[src/design/assert_macros.svh]
`ifndef ASSERT_MACROS_SVH
`define ASSERT_MACROS_SVH

// Each macro expects clk and rst_n to be visible in the module that uses it.

`define ASSERT_ALWAYS(label, expr) \
    label: assert property (@(posedge clk) disable iff (!rst_n) (expr)) \
        else $error("assertion failed");

`define ASSERT_IMPLIES(label, ante, cons) \
    label: assert property (@(posedge clk) disable iff (!rst_n) (ante) |-> (cons)) \
        else $error("assertion failed");

`define ASSERT_NEXT(label, ante, cons) \
    label: assert property (@(posedge clk) disable iff (!rst_n) (ante) |=> (cons)) \
        else $error("assertion failed");

`endif

[src/design/tmp_pkg.sv]
`timescale 1ns / 1ps

package tmp_pkg;

    localparam int MAX_ROWS_DEFAULT = 64;
    localparam int MAX_COLS_DEFAULT = 64;

    localparam int ELEM_W     = 8;
    localparam int NIBBLE_W   = 4;
    localparam int DIM_W      = 7;
    localparam int DIM_MAX    = 127;
    localparam int OFF_W      = 6;
    localparam int COORD_W    = 8;
    localparam int TILE_LIMIT = 64;
    localparam int CFG_IDX_W  = 3;
    localparam int CFG_DATA_W = 7;

    localparam logic CMD_LOAD    = 1'b0;
    localparam logic CMD_REQUEST = 1'b1;

    localparam logic [CFG_IDX_W-1:0] REG_ROW_COUNT        = 3'd0;
    localparam logic [CFG_IDX_W-1:0] REG_COL_COUNT        = 3'd1;
    localparam logic [CFG_IDX_W-1:0] REG_TILE_HEIGHT      = 3'd2;
    localparam logic [CFG_IDX_W-1:0] REG_TILE_WIDTH       = 3'd3;
    localparam logic [CFG_IDX_W-1:0] REG_SWAP_INSIDE_TILE = 3'd4;
    localparam logic [CFG_IDX_W-1:0] REG_SWAP_TILE_ORDER  = 3'd5;
    localparam logic [CFG_IDX_W-1:0] REG_NIBBLE_PAIRS     = 3'd6;

    localparam logic [DIM_W-1:0] RESET_DIM         = 7'd64;
    localparam logic [DIM_W-1:0] RESET_TILE_HEIGHT = 7'd16;
    localparam logic [DIM_W-1:0] RESET_TILE_WIDTH  = 7'd4;

    typedef enum logic [2:0] {
        S_IDLE,
        S_MUL,
        S_RD_LO,
        S_RD_HI,
        S_OUT
    } state_t;

    typedef struct packed {
        logic load;
        logic start;
        logic mul;
        logic rd_lo;
        logic rd_hi;
        logic out_load;
    } cmd_t;

    typedef struct packed {
        logic out_free;
    } stat_t;

endpackage

[src/design/tmp_ctrl.sv]
`timescale 1ns / 1ps
`include "assert_macros.svh"

module tmp_ctrl (
    input  logic          clk,
    input  logic          rst_n,
    input  logic          in_valid,
    input  logic          command,
    output logic          in_ready,
    input  tmp_pkg::stat_t stat,
    output tmp_pkg::cmd_t  cmd
);
    import tmp_pkg::*;

    state_t state_reg;
    state_t state_next;

    always_ff @(posedge clk or negedge rst_n)
    begin
        if (!rst_n)
        begin
            state_reg <= S_IDLE;
        end
        else
        begin
            state_reg <= state_next;
        end
    end

    always_comb
    begin
        state_next = state_reg;
        unique case (state_reg)
            S_IDLE:
            begin
                if (in_valid && (command == CMD_REQUEST))
                begin
                    state_next = S_MUL;
                end
            end
            S_MUL:   state_next = S_RD_LO;
            S_RD_LO: state_next = S_RD_HI;
            S_RD_HI: state_next = S_OUT;
            S_OUT:
            begin
                if (stat.out_free)
                begin
                    state_next = S_IDLE;
                end
            end
            default: state_next = S_IDLE;
        endcase
    end

    always_comb
    begin
        cmd      = '0;
        in_ready = 1'b0;
        unique case (state_reg)
            S_IDLE:
            begin
                in_ready  = 1'b1;
                cmd.load  = in_valid && (command == CMD_LOAD);
                cmd.start = in_valid && (command == CMD_REQUEST);
            end
            S_MUL:   cmd.mul   = 1'b1;
            S_RD_LO: cmd.rd_lo = 1'b1;
            S_RD_HI: cmd.rd_hi = 1'b1;
            S_OUT:   cmd.out_load = stat.out_free;
            default: cmd = '0;
        endcase
    end

    `ASSERT_ALWAYS(a_one_cmd, $onehot0(cmd))
    `ASSERT_IMPLIES(a_out_free, cmd.out_load, stat.out_free)
    `ASSERT_NEXT(a_req_busy, in_valid && in_ready && (command == CMD_REQUEST), !in_ready)

endmodule

[config.mk]
export PLATFORM = sky130hd
export DESIGN_NAME = tmp_ctrl
export DESIGN_NICKNAME = d
export VERILOG_FILES = /design/src/design/tmp_pkg.sv /design/src/design/tmp_ctrl.sv
export VERILOG_INCLUDE_DIRS = /design/src /design/src/design
export SDC_FILE = /design/constraint.sdc
export NUM_CORES = 1
export LEC_CHECK = 0
export CORE_AREA = 2 2 39 41
export DETAILED_ROUTE_END_ITERATION = 12
export DIE_AREA = 0 0 41 43
export DONT_BUFFER_PORTS = 1
export PLACE_DENSITY = 0.3
export SKIP_CTS_REPAIR_TIMING = 1
export SLEW_MARGIN = 20
export SYNTH_ARGS = -nofsm -noshare
export SYNTH_HDL_FRONTEND = slang
export SYNTH_SLANG_ARGS = --single-unit
[constraint.sdc]
create_clock -name clk -period 1.43 [get_ports clk]
set_clock_uncertainty 0.15 [all_clocks]
set_input_delay 0.0715 -clock clk [delete_from_list [all_inputs] [get_ports clk]]
set_output_delay 0.0715 -clock clk [all_outputs]
set_load 0.02 [all_outputs]
==> run metrics, run 1 <==
Fin Hold WS=roughly 0.19 ns; Routed Antenna Nets=0; post-synthesis register bit count=3; Slew HR=between 80 and 90%; pre-CTS setup slack=0.1705 ns; Worst Hold Depth=1; gr ovfl total=0; top-area cell type share of the netlist area=~36%; Core Area=1384 um2; CTS max path bufs=2; Avg Inst Size Synth=10.45 um2; Power per Cell Area=approximately 2300 nW/um2; RSZ-0062 raised after global routing=yes; crit path cell chain=nor3_4, and3_2; Worst Setup End Kind=output port; Root Driver=clkbuf_4; final setup margin=0.02515 ns; Int Power=425.3 uW; Initial Util=between 10% and 20%; die width=between 40 and 50 um; DR vias=188; die span in y=43 um; crit-path max FO=8; Largest register FFs=3; status=finished clean; Non-Filler Instances=47; Worst-path clk slew=0.03 ns; CP bufs+invs=0; IO buf count=0; Crit path depth=2; switch share=about 44%; initial antenna violation count=0; TritonRoute pass-1 iters=1; Critical Path Max Stage Delay=around 0.47 ns; Syn. warnings=0; Worst Hold Class=input port to output port; hold path start=command; sequential-to-total area share from yosys stat=approximately 36%; clock sinks=3; fraction of layout instances using a drive strength above 1=between 40% and 50%; htree depth=1; FP Rows=14; CTS buffer count=3; Clock power frac=19.3%; Via-to-Cell Ratio=about 4; Layout area overhead=54.49%; reported max-cap violation count=0; CP Data Arrival Time=~1.2 ns; top cells by area, synth=dfrtp_1, buf_12, and3b_1; Worst EP required=around 1.2 ns; largest net degree at the start of global routing=9; final slew viol count=0; critical path's slowest cell=dfrtp_2; Switch Pwr=328.7 uW; Worst R2R Start=state_reg[1]; crit path kind=flop to output port; Fmax=a little over 700 MHz; maximum vdd drop=roughly 0.001 V; CTS tree=done; WL final=between 400 and 500 um; Avg WL per Cell=between 10 and 15 um; clock latency on the worst-skew pair=0.23 ns; Reg power frac=33.2%; nets=37; transition time at the pin with the least slew margin=0.1899 ns; gpl congestion=0.5945; shortest period the worst path allows=roughly 1.4 ns; Detail Placement HPWL=roughly 340 um; I/O pin count=12; Net Count, Synth=25; initial DRC count=0; final-report setup violation count=0; # diodes=0; Period Utilization, post-route=between 90% and 100%; first-pass GRT wire length=between 600 and 700 um; GRT Total Usage=under 10%; synthesized cell area=209.0 um2; Worst Setup Start Kind=flop; vias in the first global route=approximately 160; Setup crit start=state_reg[1]; Reg2Reg Depth=2; Leakage=about 0.00014 uW; DRC violations left=0; CP top delay family=simple AND/OR/NAND/NOR gates; Cell variety after synth=15; Synth Instances=20; Cells after DPL=38; Synth area leader=dfrtp_1; register-to-register setup slack=between 0.2 and 0.25 ns; Comb power frac=a little under half; Final Hold Viols=0; die area=around 1800 um2
cell usage after synthesis:
library cell  instances
nor2_1                1
buf_4                 1
or2_1                 1
and3_1                1
nor3_1                2
nand2_1               1
nor4b_2               1
buf_2                 1
nor3b_1               2
buf_12                1
nor3_2                1
a21oi_1               1
dfrtp_1               3
and3b_1               2
xnor2_1               1
metal layers:
metal | global-route usage, % | vias up | part of all wire [%]
met2 | 8.125 | 9 | 51
met4 | 2.000 | 0 | 0
met5 | 0 | - | 0
met1 | 7.792 | 90 | 43
li1 | - | 89 | -
met3 | 4.712 | 0 | 6.7
metrics by stage:
step | total power (uW) | utilization (%) | area (um2) | setup TNS, ns
after floorplan | 538.9 | - | 215.2 | 0
after detailed placement | 591.9 | 17.36 | 240.2 | 0
after global routing | 814.8 | 23.33 | 322.8 | -0.04077
after CTS | 746.2 | 19.26 | 266.5 | -0.1236
after global placement | 584.5 | 17.36 | 240.2 | 0
final | 753.9 | 23.33 | 322.8 | 0
path summary, 6_finish.rpt:
path                                 to
setup / recovery                 cmd[4]
hold / removal                   cmd[4]
setup reg to reg           state_reg[2]
hold reg to reg            state_reg[1]
max in group asynchronous  state_reg[0]
min in group asynchronous  state_reg[2]
logic make-up (layout without fill, tap and decap cells):
logic type	count (synthesis)	count (layout)	synth area share, %
AND/OR/NAND/NOR	12	12	41.91
flip-flops	3	3	35.93
buffers and inverters	3	14	15.57
AO/OA/AOI/OAI	1	1	2.393
XOR/XNOR	1	1	4.192
cells in the final DEF (no fill, tap or decap):
| master | synthesis | layout |
|---|---|---|
| a21oi_1 | 1 | 1 |
| clkbuf_1 | 0 | 1 |
| dlygate4sd3_1 | 0 | 5 |
| nor3_1 | 2 | 2 |
| clkbuf_4 | 0 | 3 |
| and3b_1 | 2 | 1 |
| xnor2_1 | 1 | 1 |
| nor3_4 | 0 | 1 |
| dfrtp_2 | 0 | 3 |
| nor4b_2 | 1 | 1 |
| nor2_1 | 1 | 1 |
| or2_1 | 1 | 1 |
| buf_4 | 1 | 5 |
| and3b_2 | 0 | 1 |
| nand2_1 | 1 | 1 |
| nor3b_1 | 2 | 2 |
| and3_2 | 0 | 1 |
layout make-up:
cell class	instances	area, um2
repair buffers	10	87.58
multi-input cells	14	110.1
flip-flops and latches	3	78.83
fillers	160	1061
clock buffers	4	26.28
well taps	16	20.02
power groups by stage:
stage	combinational, uW	clock, uW	sequential (uW)
floorplan	374	0	165
detailed placement	349	0	243
global route	389	165	261
global placement	351	0	234
CTS	351	153	242
finish	358	146	250
Note: power is estimated with default switching activity, not from simulation.
==> inputs of run 2 (changes only) <==
- BUFFER_PORTS_ARGS: default -> -buffer_cell sky130_fd_sc_hd__clkbuf_2
- DONT_BUFFER_PORTS: 1 -> default
- PLACE_DENSITY: 0.3 -> 0.37
==> run 2 against run 1 <==
Effect of this change:
- cell count is 8.5% higher
- hold slack worse by 0.18 ns
- first-iteration DRC count is 6 higher
- clock power hardly changed
- power is 3.2% higher
- die area stayed put
- register-to-register slack hardly changed
- fmax is 0.82% lower
==> run metrics, run 2 (synthesis results as in run 1) <==
clock sinks=3; Period Utilization, post-route=between 90% and 100%; Critical Path Max Stage Delay=0.44 ns; die area=1763 um2; pre-CTS setup slack=between 0.15 and 0.2 ns; most common cell after layout, fill and taps aside=clkbuf_2; CP top delay family=flip-flops; Worst Hold Class=input port to flop; register-to-register setup slack=approximately 0.24 ns; Power per Cell Area=around 2400 nW/um2; FP Rows=14; gr ovfl total=0; initial antenna violation count=0; die width=~41 um; hold path start=command; transition time at the pin with the least slew margin=~0.19 ns; Detail Placement HPWL=340.6 um; CP bufs+invs=1; largest net degree at the start of global routing=9; Avg WL per Cell=between 9 and 10 um; shortest period the worst path allows=1.416 ns; final slew viol count=0; IO buf count=11; Overall Power=between 700 and 800 uW; DR vias=roughly 200; maximum vdd drop=0.0007097 V; crit path cell chain=nor3_4, and3b_1, buf_6; reported max-cap violation count=0; Worst Hold Depth=3; crit path kind=flop to output port; leading cell types in the layout, fill and taps excluded=clkbuf_2, clkbuf_4, buf_4, dfrtp_2; hold endpoint=state_reg[0]; Largest register FFs=3; first-pass GRT wire length=724 um; Reg2Reg Depth=3; status=finished clean; Non-Filler Instances=just over 50; Core Area=1384 um2; Cells after DPL=44; htree depth=1; nets=about 40; Via-to-Cell Ratio=3.941; Slew HR=about 87%; I/O pin count=12; CTS buffer count=3; Worst-path clk slew=0.04 ns; total negative setup slack=0 ns; Leakage=about 0.00016 uW; die span in y=43 um; CTS tree=done; Routed Antenna Nets=0; CTS max path bufs=2; DRC violations left=0; Initial Util=15.10%; crit-path max FO=6; vias in the first global route=between 150 and 200; gpl congestion=~0.7; initial DRC count=6; Root Driver=clkbuf_4; Worst Setup Start Kind=flop; final setup margin=around 0.014 ns; # diodes=0; clock latency on the worst-skew pair=~0.23 ns; reg2reg end=state_reg[2]; fraction of layout instances using a drive strength above 1=62.86%; TritonRoute pass-1 iters=2; Final Hold Viols=0; Layout area overhead=56.29%; CP Data Arrival Time=1.19 ns; Fmax=around 710 MHz; WL final=approximately 470 um; RSZ-0062 raised after global routing=yes; Worst Setup End Kind=output port; critical path's slowest cell=dfrtp_2; final-report setup violation count=0; Worst EP required=roughly 1.2 ns; GRT Total Usage=6.458%; Worst R2R Start=state_reg[1]
-- run 2: cell types whose count changed in the layout (fill, tap and decap cells not counted), moves of 2 or more --
cell and delta:
clkbuf_2 +7, buf_2 +2, buf_4 -2, dlygate4sd3_1 -4
-- run 2: layout make-up --
type	instances	area (um2)
Clock buffer	4	26.28
Fill cell	158	1057
Multi-Input combinational cell	14	112.6
Sequential cell	3	78.83
Tap cell	16	20.02
Timing Repair Buffer	14	88.84
-- run 2: power breakdown --
group / internal [uW] / total (uW) / switching (uW)
clock network: 105 / 148 / 43.3
registers: 135 / 237 / 101
logic: 194 / 393 / 199
-- run 2: per-stage QoR --
step	hold slack, ns	cell area, um2	util (%)
after floorplan	-0.3741	215.2	-
after global placement	-0.2800	257.7	18.63
after detailed placement	-0.2795	257.7	18.63
after CTS	-0.5281	284.0	20.52
after global routing	0.04326	326.6	23.60
final	0.01323	326.6	23.60
-- run 2: routing by layer --
metal  up-vias  routed length (um)  GRT usage [%]
met1        98                 189          6.536
met5         -                   0              0
met3         0                  16          1.571
met4         0                   0          8.000
li1         98                   -              -
met2         5                 261          9.063
-- run 2: worst register-to-register path, stage by stage, from the launching register on --
cell and delay, ns:
dfrtp_2 0.44, buf_4 0.16, nor4b_2 0.24, or2_1 0.13
-- run 2: worst max-delay path by stage --
stage / end / depth (start not counted) / startpoint / slack, ns
after global placement: cmd[5] / 3 / state_reg[1] / 0.17
after global routing: cmd[4] / 3 / state_reg[1] / -0.04
after floorplan: cmd[5] / 3 / state_reg[1] / 0.09
final: cmd[5] / 3 / state_reg[1] / 0.01
after CTS: cmd[4] / 3 / state_reg[1] / -0.1
after detailed placement: cmd[4] / 3 / state_reg[1] / 0.16
==> inputs of run 3 (changes only) <==
- CELL_PAD_IN_SITES_DETAIL_PLACEMENT: default -> 2
- CELL_PAD_IN_SITES_GLOBAL_PLACEMENT: default -> 2
- GPL_ROUTABILITY_DRIVEN: default -> 0
- PLACE_DENSITY: 0.37 -> 0.56
==> run 3 against run 2 <==
Effect of this change:
- the flow now finishes with violations (setup timing)
- non-clock buffer count grew 5
- clock power is essentially flat
- final area grew 13%
- setup slack lost 0.036 ns
- clock-buffer cell count is the same
- first-iteration DRC count shrank 100%
- combinational power grew 36%
==> run metrics, run 3 (synthesis results as in run 1) <==
Worst R2R Start=state_reg[1]; CTS tree=done; status=complete, but fails checks; Setup crit start=state_reg[0]; reported max-cap violation count=0; transition time at the pin with the least slew margin=about 0.20 ns; initial DRC count=0; critical path's slowest cell=dfrtp_2; maximum vdd drop=between 0.0007 and 0.0008 V; CP bufs+invs=1; Layout area overhead=77.25%; Core Area=1384 um2; failing checks=setup timing; crit-path max FO=7; Largest register FFs=3; Worst Hold Class=input port to flop; GRT Total Usage=~7.8%; Worst Setup Start Kind=flop; Initial Util=between 10% and 20%; vias in the first global route=around 200; Leakage=~0.00019 uW; first-pass GRT wire length=876 um; final setup margin=-0.02215 ns; CTS buffer count=3; most common cell after layout, fill and taps aside=buf_4; Slew HR=between 80 and 90%; CP top delay family=flip-flops; Power per Cell Area=around 2500 nW/um2; Routed Antenna Nets=0; Period Utilization, post-route=101.5%; leading cell types in the layout, fill and taps excluded=buf_4, clkbuf_2, clkbuf_4, dfrtp_2, and3b_1; DRC violations left=0; clock sinks=3; Worst-path clk slew=0.04 ns; Worst EP required=1.21 ns; crit path kind=flop to output port; gr ovfl total=0; Via-to-Cell Ratio=about 4; Crit path depth=3; fraction of layout instances using a drive strength above 1=70.00%; IO buf count=11; FP Rows=14; nets=46; Final Hold Viols=0; CP Data Arrival Time=1.23 ns; RSZ-0062 raised after global routing=yes; total negative setup slack=-0.02627 ns; Reg2Reg Depth=3; largest net degree at the start of global routing=9; # diodes=0; reg2reg end=state_reg[2]; die width=approximately 41 um; die span in y=approximately 43 um; DR vias=~220; Fmax=slightly below 700 MHz; Avg WL per Cell=approximately 12 um; initial antenna violation count=0; pre-CTS setup slack=0.1297 ns; clock latency on the worst-skew pair=between 0.2 and 0.25 ns; I/O pin count=12; CTS max path bufs=2; TritonRoute pass-1 iters=1; final-report setup violation count=2; Critical Path Max Stage Delay=~0.46 ns; shortest period the worst path allows=between 1 and 1.5 ns; WL final=around 650 um; Worst Hold Depth=3; crit path cell chain=nor3_4, and3b_1, buf_4; Root Driver=clkbuf_4; register-to-register setup slack=roughly 0.22 ns; Worst Setup End Kind=output port; die area=1763 um2; htree depth=1; final slew viol count=0; Setup crit end=cmd[5]
run 3: changes by cell type in the layout (fill, tap and decap cells not counted):
| cell | change |
|---|---|
| nor3b_2 | +1 |
| buf_4 | +8 |
| buf_2 | -1 |
| clkbuf_2 | -1 |
| buf_6 | -1 |
| nor3b_1 | -1 |
run 3: how the worst min path moves through the flow:
stage / start / slack [ns] / endpoint
6_report: command / 0.001 / state_reg[0]
5_1_grt: command / 0.006 / state_reg[0]
4_1_cts: rst_n / -0.53 / state_reg[0]
3_5_place_dp: rst_n / -0.28 / state_reg[2]
3_3_place_gp: rst_n / -0.28 / state_reg[2]
2_1_floorplan: rst_n / -0.37 / state_reg[0]
run 3: final cells by class:
class | count | area (um2)
Timing Repair Buffer | 19 | 127.6
Clock buffer | 4 | 26.28
Sequential cell | 3 | 78.83
Multi-Input combinational cell | 14 | 117.6
Fill cell | 167 | 1013
Tap cell | 16 | 20.02
run 3: worst reg2reg max path, cell delays in order (launching register included):
cell and delay [ns]:
dfrtp_2 0.45, buf_4 0.15, nor4b_2 0.26, or2_1 0.13
run 3: per-layer routing:
layer | part of all wire, % | GRT usage, %
met4 | 0 | 6.000
met5 | 0 | 0
met2 | 56 | 10.94
met1 | 40 | 8.766
met3 | 4.0 | 3.141
run 3: per-stage QoR:
stage	std cells	util [%]	cell area, um2	hold slack [ns]	power [uW]
after floorplan	20	-	215.2	-0.3741	538.9
after global placement	44	18.63	257.7	-0.2815	563.5
after detailed placement	44	18.63	257.7	-0.2792	576.0
after CTS	48	20.52	284.0	-0.5269	732.8
after global routing	56	26.76	370.4	0.005601	998.9
final	56	26.76	370.4	0.001128	921.1
run 3: power breakdown:
group	internal (uW)	switching, uW	total, uW	leakage, uW
sequential	135	101	236	0.0000343
combinational	299	235	534	0.000138
clock	105	45.7	150	0.0000150
